File: src/design/fss_pkg.sv
`default_nettype none

package fss_pkg;

    localparam int SAMPLE_BITS_DEF = 12;

    localparam int BASELINE_W = 12;
    localparam int RANGE_W    = 11;
    localparam int CFG_ADDR_W = 1;
    localparam int CFG_DATA_W = 12;

    localparam int DELTA_W    = 12;
    localparam int RADICAND_W = 32;
    localparam int ROOT_W     = 16;
    localparam int NUM_W      = 18;
    localparam int MUL_A_W    = 18;
    localparam int MUL_B_W    = 16;
    localparam int PROD_W     = MUL_A_W + MUL_B_W;

    localparam int FORCE_W    = 16;
    localparam int BEND_W     = 11;
    localparam int BRIGHT_W   = 7;
    localparam int OUT_BITS   = FORCE_W + BEND_W + BRIGHT_W;
    localparam int OUT_TDATA_W = ((OUT_BITS + 7) / 8) * 8;

    localparam int ROOT_SHIFT = 19;
    localparam int Q15_SHIFT  = 15;
    localparam int DIV5_SHIFT = 18;
    localparam int BRIGHT_SHIFT = 7;

    localparam logic [BASELINE_W-1:0] BASELINE_RST = 12'd200;
    localparam logic [RANGE_W-1:0]    RANGE_RST    = 11'd200;
    localparam logic [DELTA_W-1:0]    FULL_DELTA   = 12'd2048;
    localparam logic [MUL_B_W-1:0]    DIV5_RECIP   = 16'd52429;

    localparam logic [CFG_ADDR_W-1:0] CFG_BASELINE   = 1'b0;
    localparam logic [CFG_ADDR_W-1:0] CFG_BEND_RANGE = 1'b1;

endpackage

`default_nettype wire

File: src/design/fss_isqrt.sv
`default_nettype none

module fss_isqrt
(
    input  wire logic                              clk,
    input  wire logic                              rst_n,
    input  wire logic                              start,
    input  wire logic [fss_pkg::RADICAND_W-1:0]    radicand,
    output logic                                   busy,
    output logic                                   done,
    output logic [fss_pkg::ROOT_W-1:0]             root
);

    localparam int W = fss_pkg::RADICAND_W;
    localparam int STEPS = W / 2;
    localparam int CNT_W = $clog2(STEPS);
    localparam logic [CNT_W-1:0] LAST_STEP = CNT_W'(STEPS - 1);
    localparam logic [W-1:0] TOP_BIT = W'(1) << (W - 2);

    logic [W-1:0]     rem_reg, rem_next;
    logic [W-1:0]     root_reg, root_next;
    logic [W-1:0]     bit_reg, bit_next;
    logic [CNT_W-1:0] cnt_reg, cnt_next;
    logic             busy_reg, busy_next;
    logic             done_reg, done_next;
    logic [W-1:0]     trial;

    assign trial = root_reg + bit_reg;

    always_comb
    begin
        rem_next  = rem_reg;
        root_next = root_reg;
        bit_next  = bit_reg;
        cnt_next  = cnt_reg;
        busy_next = busy_reg;
        done_next = 1'b0;
        if (start)
        begin
            rem_next  = radicand;
            root_next = '0;
            bit_next  = TOP_BIT;
            cnt_next  = '0;
            busy_next = 1'b1;
        end
        else if (busy_reg)
        begin
            if (rem_reg >= trial)
            begin
                rem_next  = rem_reg - trial;
                root_next = (root_reg >> 1) + bit_reg;
            end
            else
            begin
                root_next = root_reg >> 1;
            end
            bit_next = bit_reg >> 2;
            cnt_next = cnt_reg + 1'b1;
            if (cnt_reg == LAST_STEP)
            begin
                busy_next = 1'b0;
                done_next = 1'b1;
            end
        end
    end

    always_ff @(posedge clk or negedge rst_n)
    begin
        if (!rst_n)
        begin
            busy_reg <= 1'b0;
            done_reg <= 1'b0;
            cnt_reg  <= '0;
        end
        else
        begin
            busy_reg <= busy_next;
            done_reg <= done_next;
            cnt_reg  <= cnt_next;
        end
    end

    always_ff @(posedge clk)
    begin
        rem_reg  <= rem_next;
        root_reg <= root_next;
        bit_reg  <= bit_next;
    end

    assign busy = busy_reg;
    assign done = done_reg;
    assign root = root_reg[fss_pkg::ROOT_W-1:0];

endmodule

`default_nettype wire

File: src/design/force_sensor_sqrt_smoother.sv
// A new sample is taken only in idle. Each item then passes through 16 square-root steps
// in the square-root unit, the sum, two passes through one shared multiplier, the force
// update, the output load and idle.
// A finished result waits in the output register while the next item is taken; if it is
// still not taken when the next result is ready, hold until the output transfer.
// Reset (rst_n, asynchronous, active low): baseline 200, bend_range 200, force 0, no result.
`default_nettype none

module force_sensor_sqrt_smoother
#(
    parameter int SAMPLE_BITS = fss_pkg::SAMPLE_BITS_DEF
)
(
    input  wire logic                                  clk,
    input  wire logic                                  rst_n,
    // sample
    input  wire logic [((SAMPLE_BITS + 7) / 8) * 8-1:0] s_tdata,
    input  wire logic                                  s_tvalid,
    output logic                                       s_tready,
    // force_res, bend_cents, brightness
    output logic [fss_pkg::OUT_TDATA_W-1:0]            m_tdata,
    output logic                                       m_tvalid,
    input  wire logic                                  m_tready,
    input  wire logic                                  cfg_valid,
    output logic                                       cfg_ready,
    input  wire logic [fss_pkg::CFG_ADDR_W-1:0]        cfg_addr,
    input  wire logic [fss_pkg::CFG_DATA_W-1:0]        cfg_data
);

    localparam int CMP_W = (SAMPLE_BITS > fss_pkg::BASELINE_W) ?
                           SAMPLE_BITS : fss_pkg::BASELINE_W;
    localparam int PAD_W = fss_pkg::OUT_TDATA_W - fss_pkg::OUT_BITS;
    localparam int BR_W  = fss_pkg::FORCE_W + fss_pkg::BRIGHT_SHIFT;

    localparam logic [2:0] ST_IDLE  = 3'd0;
    localparam logic [2:0] ST_ROOT  = 3'd1;
    localparam logic [2:0] ST_DIV   = 3'd2;
    localparam logic [2:0] ST_FORCE = 3'd3;
    localparam logic [2:0] ST_SCALE = 3'd4;
    localparam logic [2:0] ST_OUT   = 3'd5;

    logic [2:0]                          state_reg, state_next;
    logic [fss_pkg::BASELINE_W-1:0]      baseline_reg;
    logic [fss_pkg::RANGE_W-1:0]         bend_range_reg;
    logic [fss_pkg::FORCE_W-1:0]         smoothed_reg;
    logic [fss_pkg::NUM_W-1:0]           num_reg;
    logic [fss_pkg::PROD_W-1:0]          prod_reg;
    logic [fss_pkg::FORCE_W-1:0]         force_reg;
    logic [fss_pkg::OUT_TDATA_W-1:0]     m_tdata_reg;
    logic                                m_tvalid_reg;

    logic                                in_xfer;
    logic                                out_load;
    logic [CMP_W-1:0]                    sample_ext;
    logic [CMP_W-1:0]                    baseline_ext;
    logic [CMP_W-1:0]                    diff;
    logic [fss_pkg::DELTA_W-1:0]         delta;
    logic [fss_pkg::RADICAND_W-1:0]      radicand;
    logic                                root_busy;
    logic                                root_done;
    logic [fss_pkg::ROOT_W-1:0]          root;
    logic [fss_pkg::MUL_A_W-1:0]         mul_a;
    logic [fss_pkg::MUL_B_W-1:0]         mul_b;
    logic [BR_W-1:0]                     bright_prod;
    logic [fss_pkg::BEND_W-1:0]          bend_val;
    logic [fss_pkg::BRIGHT_W-1:0]        bright_val;

    assign s_tready  = (state_reg == ST_IDLE);
    assign in_xfer   = s_tvalid && s_tready;
    assign cfg_ready = 1'b1;
    assign out_load  = (state_reg == ST_OUT) && (!m_tvalid_reg || m_tready);

    // clamp sample - baseline to 0..FULL_DELTA
    assign sample_ext   = CMP_W'(s_tdata[SAMPLE_BITS-1:0]);
    assign baseline_ext = CMP_W'(baseline_reg);
    assign diff         = sample_ext - baseline_ext;

    always_comb
    begin
        priority if (sample_ext <= baseline_ext)
            delta = '0;
        else if (diff > CMP_W'(fss_pkg::FULL_DELTA))
            delta = fss_pkg::FULL_DELTA;
        else
            delta = diff[fss_pkg::DELTA_W-1:0];
    end

    assign radicand = fss_pkg::RADICAND_W'(delta) << fss_pkg::ROOT_SHIFT;

    fss_isqrt u_isqrt
    (
        .clk      (clk),
        .rst_n    (rst_n),
        .start    (in_xfer),
        .radicand (radicand),
        .busy     (root_busy),
        .done     (root_done),
        .root     (root)
    );

    always_comb
    begin
        mul_a = fss_pkg::MUL_A_W'(force_reg);
        mul_b = fss_pkg::MUL_B_W'(bend_range_reg);
        if (state_reg == ST_DIV)
        begin
            mul_a = num_reg;
            mul_b = fss_pkg::DIV5_RECIP;
        end
    end

    always_comb
    begin
        state_next = state_reg;
        unique case (state_reg)
            ST_IDLE:
                if (in_xfer)
                    state_next = ST_ROOT;
            ST_ROOT:
                if (root_done && !root_busy)
                    state_next = ST_DIV;
            ST_DIV:
                state_next = ST_FORCE;
            ST_FORCE:
                state_next = ST_SCALE;
            ST_SCALE:
                state_next = ST_OUT;
            ST_OUT:
                if (out_load)
                    state_next = ST_IDLE;
            default:
                state_next = ST_IDLE;
        endcase
    end

    assign bright_prod = {force_reg, {fss_pkg::BRIGHT_SHIFT{1'b0}}} - BR_W'(force_reg);
    assign bright_val  = bright_prod[fss_pkg::Q15_SHIFT +: fss_pkg::BRIGHT_W];
    assign bend_val    = prod_reg[fss_pkg::Q15_SHIFT +: fss_pkg::BEND_W];

    always_ff @(posedge clk or negedge rst_n)
    begin
        if (!rst_n)
        begin
            state_reg      <= ST_IDLE;
            baseline_reg   <= fss_pkg::BASELINE_RST;
            bend_range_reg <= fss_pkg::RANGE_RST;
            smoothed_reg   <= '0;
            m_tvalid_reg   <= 1'b0;
        end
        else
        begin
            state_reg <= state_next;
            if (cfg_valid && cfg_ready)
            begin
                unique case (cfg_addr)
                    fss_pkg::CFG_BASELINE:
                        baseline_reg <= cfg_data[fss_pkg::BASELINE_W-1:0];
                    fss_pkg::CFG_BEND_RANGE:
                        bend_range_reg <= cfg_data[fss_pkg::RANGE_W-1:0];
                    default:
                        baseline_reg <= baseline_reg;
                endcase
            end
            if (state_reg == ST_FORCE)
                smoothed_reg <= prod_reg[fss_pkg::DIV5_SHIFT +: fss_pkg::FORCE_W];
            if (out_load)
                m_tvalid_reg <= 1'b1;
            else if (m_tready)
                m_tvalid_reg <= 1'b0;
        end
    end

    always_ff @(posedge clk)
    begin
        if ((state_reg == ST_ROOT) && root_done)
            num_reg <= {smoothed_reg, 2'b00} + fss_pkg::NUM_W'(root);
        if ((state_reg == ST_DIV) || (state_reg == ST_SCALE))
            prod_reg <= mul_a * mul_b;
        if (state_reg == ST_FORCE)
            force_reg <= prod_reg[fss_pkg::DIV5_SHIFT +: fss_pkg::FORCE_W];
        if (out_load)
            m_tdata_reg <= {{PAD_W{1'b0}}, bright_val, bend_val, force_reg};
    end

    assign m_tdata  = m_tdata_reg;
    assign m_tvalid = m_tvalid_reg;

endmodule

`default_nettype wire

File: config.mk
export PLATFORM = sky130hd
export DESIGN_NAME = force_sensor_sqrt_smoother
export DESIGN_NICKNAME = d
export VERILOG_FILES = /design/src/design/fss_pkg.sv /design/src/design/fss_isqrt.sv /design/src/design/force_sensor_sqrt_smoother.sv
export SDC_FILE = /design/constraint.sdc
export NUM_CORES = 1
export LEC_CHECK = 0
export BUFFER_PORTS_ARGS = -buffer_cell sky130_fd_sc_hd__clkbuf_2
export CAP_MARGIN = 10
export CORE_ASPECT_RATIO = 0.7
export CORE_MARGIN = 2
export CORE_UTILIZATION = 50
export DETAILED_ROUTE_END_ITERATION = 8
export PLACE_DENSITY = 0.68
export SLEW_MARGIN = 30
export SYNTH_ARGS = -nofsm -noshare
export SYNTH_HDL_FRONTEND = slang
export SYNTH_SLANG_ARGS = --single-unit
File: constraint.sdc
create_clock -name clk -period 16.88 [get_ports clk]
set_input_delay 1.688 -clock clk [delete_from_list [all_inputs] [get_ports clk]]
set_output_delay 1.688 -clock clk [all_outputs]
set_load 0.05 [all_outputs]
# Word level (Yosys, flattened, before mapping)

Index checks and enable logic that the tools add are counted.

Multiplexer cells: 22
Magnitude comparators: 3
Shifts and indexed selects: 0
Bitwise logic cells: 1
Reductions and logical operators: 17
Div/mod/pow operators: 0
$mul: 1
Equality and inequality tests: 9
$add $sub $neg: 7

Operator list:

| operator                                                              | number |
|---|---|
| 31-bit two-way mux                                                    | 3 |
| 18-bit by 16-bit multiplier with 34-bit output                        | 1 |
| 31-bit by 31-bit adder with 32-bit output                             | 1 |
| 32-bit by 31-bit adder with 32-bit output                             | 1 |
| 32-bit greater-or-equal comparator                                    | 1 |
| 32-bit two-way mux                                                    | 1 |
| 32-bit subtractor                                                     | 1 |
| 12-bit two-way mux                                                    | 2 |
| 22-bit by 16-bit subtractor with 22-bit output                        | 1 |
| 18-bit by 16-bit adder with 18-bit output                             | 1 |
| 18-bit two-way mux                                                    | 1 |
| 3-bit case mux with 6 select lines                                    | 1 |
| 16-bit two-way mux                                                    | 1 |
| 12-bit greater-than comparator, second input constant                 | 1 |
| 12-bit <= comparator                                                  | 1 |
| 12-bit subtractor                                                     | 1 |
| 3-bit two-way mux                                                     | 3 |
| 1-bit two-way mux                                                     | 8 |
| 4-bit two-way mux                                                     | 2 |
| 2-bit AND reduction                                                   | 4 |
| 3-bit by 2-bit equality test with 1-bit output, second input constant | 2 |
| 3-bit equality test, second input constant                            | 2 |
| 2-bit nonzero test                                                    | 3 |
| 4-bit by 1-bit adder with 4-bit output, second input constant         | 1 |
| 10 further kinds                                                      | 16 |

Memories: 0
Bits of input ports: 34
Logic and storage cells: 76
Memory bits (read-only): 0
Output and inout bits: 43
Bits in writable memories: 0
Bits in latches: 0
Register bits: 231

# Depth between registers and ports, before layout

Gate-level depths: netlist of run 1.

Word-level depth: 5
Mapped depth: 29
Mapped depth without buffers: 25

# Hierarchy

From an unflattened synthesis of run 1, not the netlist that was laid out.

Cells, all modules: 2359
Area total of the unflattened synthesis: 21809.7 sq um

By module, submodules not included:

| module                     | instances | cells each | area each (sq um) | sequential area each (sq um) |
|---|---|---|---|---|
| force_sensor_sqrt_smoother | 1         | 1467       | 14525.2           | 3696.0 |
| fss_isqrt                  | 1         | 892        | 7284.5            | 2072.0 |

# Worst setup path before layout of run 1

OpenSTA, ideal clock, no wires.

Kind: reg-to-reg
Start: register state_reg[1]
End: register prod_reg[33] (netlist name) (data pin)
Setup slack: 9.726 ns
Buffers on the path: 6
Cell stages (with the launch flop): 28
Arrival: 6.894 ns
Period minus slack after synthesis: 7.154 ns
Cell sequence: dfrtp_1 buf_4 nor3b_4 clkbuf_1 clkbuf_1 clkbuf_1 clkbuf_1 nand2_1 fa_1 fa_1 inv_1 fa_1 fa_1 fa_1 inv_1 fa_1 inv_1 ha_1 clkbuf_1 o21a_1 o21a_1 o21ai_0 o21a_1 a311oi_1 nor2_1 o311ai_0 o211ai_1 xnor2_1

Longest elaborated chain between the ends: 3
Elaborated cells between the ends (all ways): 4
Classes of those cells: 1 x mul; 1 x eq/ne; 2 x mux

Ends and longest elaborated chain:

| item                                                            | line                              | source |
|---|---|---|
| from (decl)                                                     | force_sensor_sqrt_smoother.sv:42  | `logic [2:0] state_reg, state_next;` |
| from (signal assigned)                                          | force_sensor_sqrt_smoother.sv:152 | `state_reg <= state_next;` |
| 3-bit by 2-bit equality test with 1-bit output (*)              | force_sensor_sqrt_smoother.sv:105 | `if (state_reg == ST_DIV)` |
| 18-bit two-way mux / 16-bit two-way mux (equally long branches) | force_sensor_sqrt_smoother.sv:105 |  |
| 18-bit by 16-bit multiplier with 34-bit output (*)              | force_sensor_sqrt_smoother.sv:178 | `prod_reg <= mul_a * mul_b;` |
| to (signal assigned)                                            | force_sensor_sqrt_smoother.sv:178 |  |
| to (decl)                                                       | force_sensor_sqrt_smoother.sv:47  | `logic [fss_pkg::PROD_W-1:0] prod_reg;` |

Every way passes the cells marked *; elsewhere a longest branch is shown, timed or not.
A chain may end at the register's enable or synchronous reset.

# Worst setup path after layout of run 1

Same ends and word-level chain as after synthesis.

==> results of run 1 <==
-- path summary, 6_finish.rpt --
| kind | startpoint | endpoint | slack (ns) | cells past startpoint |
|---|---|---|---|---|
| worst max-delay path | state_reg[1]$_DFFE_PN0P_ | prod_reg[33]$_DFFE_PP_ | 8.78 | 25 |
| worst min-delay path | prod_reg[15]$_DFFE_PP_ | m_tdata[16]$_DFFE_PP_ | 0.45 | 0 |
| worst max register to register | state_reg[1]$_DFFE_PN0P_ | prod_reg[33]$_DFFE_PP_ | 8.78 | 25 |
| worst min register to register | prod_reg[15]$_DFFE_PP_ | m_tdata[16]$_DFFE_PP_ | 0.45 | 0 |
| max in group asynchronous | rst_n | u_isqrt.busy$_DFF_PN0_ | 15.12 | 2 |
| min in group asynchronous | rst_n | baseline_ext[11]$_DFFE_PN0P_ | 1.26 | 2 |
-- cell families after synthesis --
family	after synthesis	synth area share, %
xor+xnor	135	5.65
compound gates	494	15.1
buf+inv	403	7.48
mux	39	1.96
other cells	2	0.0359
simple gates	502	11.2
flops	216	26.6
fa+ha+maj	422	32.0
-- synth_stat cells (24+ instances only) --
cell type  instances  area (um^2)
edfxtp_1          99         2970
o21bai_1          26          195
dfxtp_1           68         1360
and3_1            38          238
xnor2_1           79          692
nor2b_1           31          194
a21o_1            62          465
nor2_1            86          323
a22o_1            25          219
and2_1            24          150
mux2i_1           24          240
fa_1             187         3740
o21ai_0          106          531
nand2_1          232          871
inv_1            301         1130
dfrtp_1           43         1080
xor2_1            56          490
clkbuf_1          77          289
ha_1             235         2940
a31oi_1           28          175
a21oi_1          141          706
-- layer usage --
layer  routed length, um  global-route usage (%)  up-vias
met2               23200                    37.8      733
met3                5220                    4.50       93
met1               25600                    38.9     7953
li1                    -                       -     7539
met4                1360                    6.64        0
met5                   0                       0        -
-- metrics by stage --
step                      utilization [%]  cells  hold WS, ns  area, um^2
final                                54.9   2796        0.450       22600
after global routing                 54.9   2796        0.459       22600
after global placement               52.8   2752        0.407       21700
after floorplan                         -   2228        0.400       21000
after detailed placement             52.8   2752        0.417       21700
after CTS                            54.9   2796        0.451       22600
-- worst register-to-register path: cells and delay by family (launching register included) --
| kind | cells | cell delay (ns) |
|---|---|---|
| compound gates | 8 | 2.01 |
| buf+inv | 6 | 0.54 |
| flops | 1 | 0.48 |
| xor+xnor | 1 | 0.15 |
| fa+ha+maj | 7 | 3.44 |
| simple gates | 3 | 1.24 |
-- cell type report --
cell class / count / share of cell area (%)
sequential: 216 / 24.7
timing repair buffer: 80 / 1.94
clock buffer: 36 / 3.27
inverter: 303 / 5.05
clock inverter: 8 / 0.527
multi-input combinational: 1609 / 61.5
tap: 544 / 3.02
==> impl_metrics.json, run 1 <==
{
  "root_buffer": "clkbuf_16",
  "yosysSeqAreaShare_pct": 26.6,
  "cp-start-kind": "register",
  "cts.sinks": 216,
  "max_slew.worst_pin.slew_ns": 1.06,
  "crit_buf_inv": 6,
  "gp_congestion": 0.931,
  "die-width_um": 248,
  "dieArea_mm2": 0.0435,
  "drt_first_iter_violations": 1418,
  "nNetsFinal": 2690,
  "async_flop_share_pct": 22.7,
  "slew_violations": 0,
  "fill_cells": 3596,
  "final_cell_mix": "inv_1 (301), ha_1 (235), nand2_1 (232)",
  "final_common_cell": "inv_1",
  "path_clk_slew_ns": 0.06,
  "grt_pass1_wl_um": 88900,
  "final_layout_size_suffix_gt1_share_pct": 7.64,
  "setup_violations": 0,
  "pin_count": 77,
  "start_util_pct": 50.9,
  "critPathMaxFanout": 41,
  "core_mm2": 0.0411,
  "skew_ns": 0.0271,
  "first_pass_iters": 5,
  "seq_area_mm2": 0.00557,
  "grt_pass1_vias": 16200,
  "syn_area_mm2": 0.0209,
  "ant_nets": 0,
  "hold_viol": 0,
  "hpwl_um": 41300,
  "synth_enable_flop_cells": 99,
  "cts_tree": "built",
  "syn_area_per_cell_um2": 9.45,
  "clk_latency_ns": 0.54,
  "largest_register_ffs": 34,
  "vias_per_cell": 5.84,
  "syn_inst": 2213,
  "max_slew_margin_pct": 28.8,
  "antenna_found_initial": 0,
  "pre_cts_slack_ns": 8.97,
  "cap_violations": 0,
  "cp_common_cell": "fa_1",
  "post-route-min-period_ns": 8.10,
  "routed_wl_um": 55400,
  "portBuffers": 65,
  "period_share_pct": 48.0,
  "critPathSlowestCell": "nor2b_2",
  "cts_buffers": 24,
  "synth_ff_type": "edfxtp_1",
  "layout_setup_ws_ns": 8.78,
  "rsz0062_at_grt": "no",
  "post-route-drc-count": 0,
  "grt_use_total_pct": 25.7,
  "slowest_delay_ns": 0.83,
  "end_kind": "register",
  "status": "complete, no violations",
  "dieHeight_um": 175,
  "vias": 16300,
  "yosys_warnings": 0,
  "arrival_ns": 8.38,
  "hold_class": "register to register",
  "cts_hold_buf": 0,
  "area_growth_pct": 7.85,
  "path_delay_family": "adder cells",
  "post-cts-setup-buffers": 0,
  "fin_tns_setup_ns": 0,
  "ys_types": 77,
  "fmax_mhz": 124,
  "grt_max_degree": 52,
  "cp.required_ns": 17.17,
  "wl_per_cell_um": 19.8,
  "multiInputGateArea_mm2": 0.0139,
  "cts_buffer_depth": 3,
  "worstSetupPathType": "register to register",
  "htreeDepth": 1,
  "post_cts_resized": 0,
  "ys_ff_latch": 216,
  "antenna_cells": 0,
  "overflow": 0,
  "rows": 62
}
Power of run 1 is left out: the tool's default activity adds up to more than one toggle a clock period on the data nets, which glitch-free logic cannot reach.
==> inputs of run 2 (changes only) <==
==> constraint.sdc (replaced) <==
create_clock -name clk -period 7.7 [get_ports clk]
set_input_delay 0.77 -clock clk [delete_from_list [all_inputs] [get_ports clk]]
set_output_delay 0.77 -clock clk [all_outputs]
set_load 0.05 [all_outputs]
==> run 2 against run 1 <==
Compared with the run above:
- fmax increased by 9.0%
- core utilization grew 0.79 points
- first-iteration DRC count grew 2.5%
- cell count up 1.3%
- via count decreased by 0.50%
- sequential share of layout area is 0.35 points lower
- non-clock buffer count increased by 34
- cell area is 1.4% higher
- die area is the same
==> impl_metrics.json, run 2 (synthesis results as in run 1) <==
{
  "hpwl_um": 42400,
  "area_growth_pct": 9.40,
  "final_common_cell": "inv_1",
  "fmax_mhz": 135,
  "critPathSlowestCell": "fa_1",
  "post-route-min-period_ns": 7.43,
  "clk_latency_ns": 0.56,
  "cp-start-kind": "register",
  "dieHeight_um": 175,
  "final_layout_size_suffix_gt1_share_pct": 8.96,
  "ant_nets": 0,
  "period_share_pct": 96.4,
  "grt_pass1_vias": 16200,
  "reg2reg_to": "prod_reg[33]$_DFFE_PP_",
  "hold_viol": 0,
  "antenna_found_initial": 0,
  "drt_first_iter_violations": 1453,
  "max_slew_margin_pct": 34.3,
  "slew_violations": 0,
  "routed_wl_um": 54800,
  "dieArea_mm2": 0.0435,
  "pin_count": 77,
  "cts.sinks": 216,
  "vias": 16200,
  "gp_congestion": 0.980,
  "vias_per_cell": 5.73,
  "wl_per_cell_um": 19.4,
  "pre_cts_slack_ns": 0.184,
  "fin_tns_setup_ns": 0,
  "cap_violations": 0,
  "arrival_ns": 7.73,
  "status": "complete, no violations",
  "cts_buffers": 25,
  "overflow": 0,
  "cts_tree": "built",
  "end_kind": "register",
  "slowest_delay_ns": 0.55,
  "setup_violations": 0,
  "post-cts-setup-buffers": 0,
  "grt_use_total_pct": 25.7,
  "final_cell_mix": "inv_1 (301), ha_1 (235), nand2_1 (232)",
  "rows": 62,
  "critPathMaxFanout": 33,
  "holdWs_ns": 0.343,
  "cts_buffer_depth": 3,
  "first_pass_iters": 5,
  "htreeDepth": 1,
  "portBuffers": 65,
  "rsz0062_at_grt": "no",
  "max_slew.worst_pin.slew_ns": 0.986,
  "post-route-drc-count": 0,
  "start_util_pct": 50.9,
  "path_cells": "nor3b_4 -> buf_12 -> and2_1 -> a21oi_1 -> fa_1 -> fa_1 -> fa_1 -> inv_1 -> fa_1 -> fa_1 -> inv_1 -> fa_1 -> inv_1 -> ha_1 -> a211oi_1 -> o21ai_0 -> o21ai_0 -> o21a_1 -> a311oi_2 -> nor2_1 -> o311ai_0 -> o211ai_1 -> xnor2_1",
  "largest_register_ffs": 34,
  "rrSetupSlack_ns": 0.27,
  "die-width_um": 248,
  "skew_ns": 0.0346,
  "hold_class": "primary input to async pin",
  "regToRegStartpoint": "state_reg[2]$_DFFE_PN0P_",
  "cp.required_ns": 8.01,
  "core_mm2": 0.0411,
  "grt_pass1_wl_um": 88800,
  "grt_max_degree": 52,
  "antenna_cells": 0,
  "layout_setup_ws_ns": 0.275,
  "path_clk_slew_ns": 0.06,
  "reg2regPathDepth": 23,
  "cp_common_cell": "fa_1",
  "nNetsFinal": 2725,
  "worstSetupPathType": "register to register",
  "root_buffer": "clkbuf_16"
}
-- run 2: timing repair --
action	in CTS	in global routing
setup endpoints to repair	0	3
resized for setup	0	2
hold buffers	0	0
-- run 2: worst max path at each step --
stage                     slack (ns)                endpoint  cells after the start                      from
final                           0.27  prod_reg[33]$_DFFE_PP_                     23  state_reg[2]$_DFFE_PN0P_
after global routing            0.06  prod_reg[33]$_DFFE_PP_                     23  state_reg[2]$_DFFE_PN0P_
after CTS                       0.16  prod_reg[33]$_DFFE_PP_                     25  state_reg[2]$_DFFE_PN0P_
after detailed placement        0.18  prod_reg[33]$_DFFE_PP_                     25  state_reg[2]$_DFFE_PN0P_
after global placement          0.25  prod_reg[33]$_DFFE_PP_                     22  state_reg[1]$_DFFE_PN0P_
after floorplan                 0.55  prod_reg[33]$_DFFE_PP_                     27  state_reg[1]$_DFFE_PN0P_
-- run 2: metal layers --
| metal | vias to the layer above | track usage [%] | routed length (um) |
|---|---|---|---|
| li1 | 7600 | - | - |
| met1 | 7864 | 39.4 | 26000 |
| met2 | 681 | 37.1 | 22200 |
| met3 | 91 | 5.01 | 5210 |
| met4 | 0 | 6.29 | 1370 |
| met5 | - | 0 | 0 |
-- run 2: critical path: cells and delay by family (launching register included) --
family | cells | cell delay [ns]
compound gates | 8 | 1.76
xor+xnor | 1 | 0.15
fa+ha+maj | 7 | 3.41
buf+inv | 4 | 0.41
flops | 1 | 0.40
simple gates | 3 | 1.04
-- run 2: layout make-up --
| class | count | area [um^2] |
|---|---|---|
| clock buffers | 29 | 641 |
| well taps | 544 | 681 |
| fillers | 3631 | 18200 |
| inverters | 303 | 1140 |
| multi-input cells | 1609 | 13900 |
| clock inverters | 17 | 279 |
| flip-flops and latches | 216 | 5570 |
| repair buffers | 114 | 706 |
-- run 2: per-stage QoR --
step,cells,area [um^2],utilization [%]
after floorplan,2228,21000,-
after global placement,2786,21900,53.4
after detailed placement,2786,22000,53.4
after CTS,2832,22900,55.6
after global routing,2832,22900,55.7
final,2832,22900,55.7
Power of run 2 is left out for the same reason.
==> inputs of run 3 (changes only) <==
--- a/config.mk
+++ b/config.mk
@@ -5,13 +5,14 @@
 export SDC_FILE = /design/constraint.sdc
 export NUM_CORES = 1
 export LEC_CHECK = 0
+export ABC_AREA = 1
 export BUFFER_PORTS_ARGS = -buffer_cell sky130_fd_sc_hd__clkbuf_2
 export CAP_MARGIN = 10
 export CORE_ASPECT_RATIO = 0.7
 export CORE_MARGIN = 2
 export CORE_UTILIZATION = 50
 export DETAILED_ROUTE_END_ITERATION = 8
-export PLACE_DENSITY = 0.68
+export PLACE_DENSITY = 0.67
 export SLEW_MARGIN = 30
 export SYNTH_ARGS = -nofsm -noshare
 export SYNTH_HDL_FRONTEND = slang
==> run 3 against run 2 <==
Compared with the run above:
- flip-flop and latch count unchanged
- setup slack better by 0.15 ns
- critical path type unchanged
- largest cell class unchanged
- synthesized cell count up 42%
- via count up 31%
- wire length up 38%
- cell count up 36%
- first-iteration DRC count up 67%
- clock-buffer cell count up 4
- core utilization down 0.72 points
- critical endpoint unchanged
- clock skew down 0.018 ns
- non-clock buffer count down 17
==> impl_metrics.json, run 3 <==
{
  "ys_types": 59,
  "antenna_found_initial": 1,
  "cp.required_ns": 8.02,
  "yosysTopAreaCellShare_pct": 15.9,
  "fmax_mhz": 137,
  "yosys_warnings": 0,
  "synth_common_cells": "nand2_1 (774), inv_1 (599), nor2_1 (276)",
  "dieHeight_um": 186,
  "grt_use_total_pct": 31.4,
  "syn_area_per_cell_um2": 7.51,
  "htreeDepth": 1,
  "core_mm2": 0.0465,
  "async_flop_share_pct": 22.7,
  "max_slew_margin_pct": 39.7,
  "grt_max_degree": 50,
  "path_clk_slew_ns": 0.06,
  "first_pass_iters": 5,
  "portBuffers": 65,
  "ant_nets": 0,
  "grt_pass1_vias": 20100,
  "end_kind": "register",
  "cts.sinks": 216,
  "nNetsFinal": 3671,
  "hpwl_um": 62400,
  "cts_buffer_depth": 3,
  "skew_ns": 0.0169,
  "cts_buffers": 27,
  "post-route-min-period_ns": 7.28,
  "setup_violations": 0,
  "fin_tns_setup_ns": 0,
  "antenna_cells": 0,
  "max_slew.worst_pin.slew_ns": 0.898,
  "yosysTopAreaCell": "fa_1",
  "synth_enable_flop_cells": 99,
  "start_util_pct": 50.7,
  "grt_pass1_wl_um": 118000,
  "gp_congestion": 1.01,
  "cts_tree": "built",
  "rsz0062_at_grt": "no",
  "die-width_um": 263,
  "final_common_cell": "nand2_1",
  "ys_ff_latch": 216,
  "worstSetupPathType": "register to register",
  "synth_ff_type": "edfxtp_1",
  "final_layout_size_suffix_gt1_share_pct": 6.49,
  "root_buffer": "clkbuf_16",
  "rows": 66,
  "regToRegStartpoint": "state_reg[2]$_DFFE_PN0P_",
  "period_share_pct": 94.5,
  "cp-start-kind": "register",
  "routed_wl_um": 75800,
  "post-cts-setup-buffers": 0,
  "status": "complete, no violations",
  "wl_per_cell_um": 19.7,
  "rrSetupSlack_ns": 0.42,
  "arrival_ns": 7.60,
  "hold_class": "primary input to async pin",
  "dieArea_mm2": 0.0489,
  "synth_most_common_cell": "nand2_1",
  "critPathMaxFanout": 19,
  "area_growth_pct": 8.40,
  "clk_latency_ns": 0.57,
  "hold_viol": 0,
  "cap_violations": 0,
  "vias_per_cell": 5.54,
  "reg2reg_to": "prod_reg[33]$_DFFE_PP_",
  "reg2regPathDepth": 26,
  "post-route-drc-count": 0,
  "drt_first_iter_violations": 2428,
  "syn_area_mm2": 0.0236,
  "overflow": 0,
  "syn_inst": 3136,
  "pin_count": 77,
  "final_cell_mix": "nand2_1 (773), inv_1 (598), nor2_1 (275)",
  "netlist_top_cells_area": "fa_1 (16%), edfxtp_1 (13%), ha_1 (12%)",
  "yosysSeqAreaShare_pct": 23.6,
  "largest_register_ffs": 34,
  "vias": 21300,
  "slew_violations": 0
}
run 3: worst max-delay path, cell delays in order (launching register included):
cell and delay, ns:
dfrtp_1 0.45, nor2_2 0.17, nand2_2 0.08, inv_1 0.18, buf_4 0.34, nor2_1 0.10, inv_1 0.39, nor2_1 0.12
fa_1 0.54, inv_1 0.05, fa_1 0.48, inv_1 0.05, fa_1 0.48, fa_1 0.51, fa_1 0.50, inv_1 0.05
fa_1 0.61, inv_1 0.09, ha_1 0.37, a21oi_1 0.29, o21ai_0 0.16, a21boi_0 0.45, nor2_1 0.08, a211oi_1 0.27
nand2_1 0.09, nand2_1 0.06, nand2_1 0.05
run 3: worst max path at each step:
stage	end	start	slack, ns
6_report	prod_reg[33]$_DFFE_PP_	state_reg[2]$_DFFE_PN0P_	0.42
5_1_grt	prod_reg[33]$_DFFE_PP_	state_reg[2]$_DFFE_PN0P_	0.002
4_1_cts	prod_reg[33]$_DFFE_PP_	state_reg[2]$_DFFE_PN0P_	0.56
3_5_place_dp	prod_reg[33]$_DFFE_PP_	state_reg[2]$_DFFE_PN0P_	0.59
3_3_place_gp	prod_reg[33]$_DFFE_PP_	state_reg[2]$_DFFE_PN0P_	0.64
2_1_floorplan	prod_reg[33]$_DFFE_PP_	state_reg[2]$_DFFE_PN0P_	1.62
run 3: cell type report:
type | count | area, um^2
clock buffer | 33 | 728
sequential | 216 | 5570
clock inverter | 16 | 154
multi-input combinational | 2267 | 15500
timing repair buffer | 97 | 598
inverter | 606 | 2270
tap | 612 | 766
fill | 4469 | 21000
run 3: cell families (layout without fill, tap and decap cells):
family          count (synthesis)  after routing  share of synthesized area (%)
simple gates                 1360           1360                           24.2
xor+xnor                       94             94                           3.49
flops                         216            216                           23.6
buf+inv                       668            752                           11.1
other cells                     2             17                         0.0319
fa+ha+maj                     422            422                           28.4
compound gates                374            374                           9.15
run 3: stage by stage:
| stage | std cells | instance area, um^2 | setup WS (ns) | hold WS (ns) | util (%) |
|---|---|---|---|---|---|
| final | 3847 | 25500 | 0.422 | 0.346 | 54.9 |
| after floorplan | 3151 | 23600 | 1.62 | 0.400 | - |
| after CTS | 3847 | 25500 | 0.556 | 0.341 | 54.9 |
| after global routing | 3847 | 25500 | 0.00222 | 0.402 | 54.9 |
| after detailed placement | 3798 | 24700 | 0.587 | 0.410 | 53.0 |
| after global placement | 3797 | 24600 | 0.637 | 0.410 | 53.0 |
run 3: what timing repair did:
action                                  in CTS  in global routing
endpoints found under the setup margin       0                  1
hold endpoints to repair                     0                  0
hold buffers                                 0                  0
resized for setup                            0                  1
run 3: metal layers:
layer	up-vias	share of wire [%]	global-route usage, %
met5	-	0	0
met4	0	1.9	5.83
met3	86	14	11.9
met2	1055	35	39.2
met1	10100	49	49.8
li1	10100	-	-
Power of run 3 is left out for the same reason.
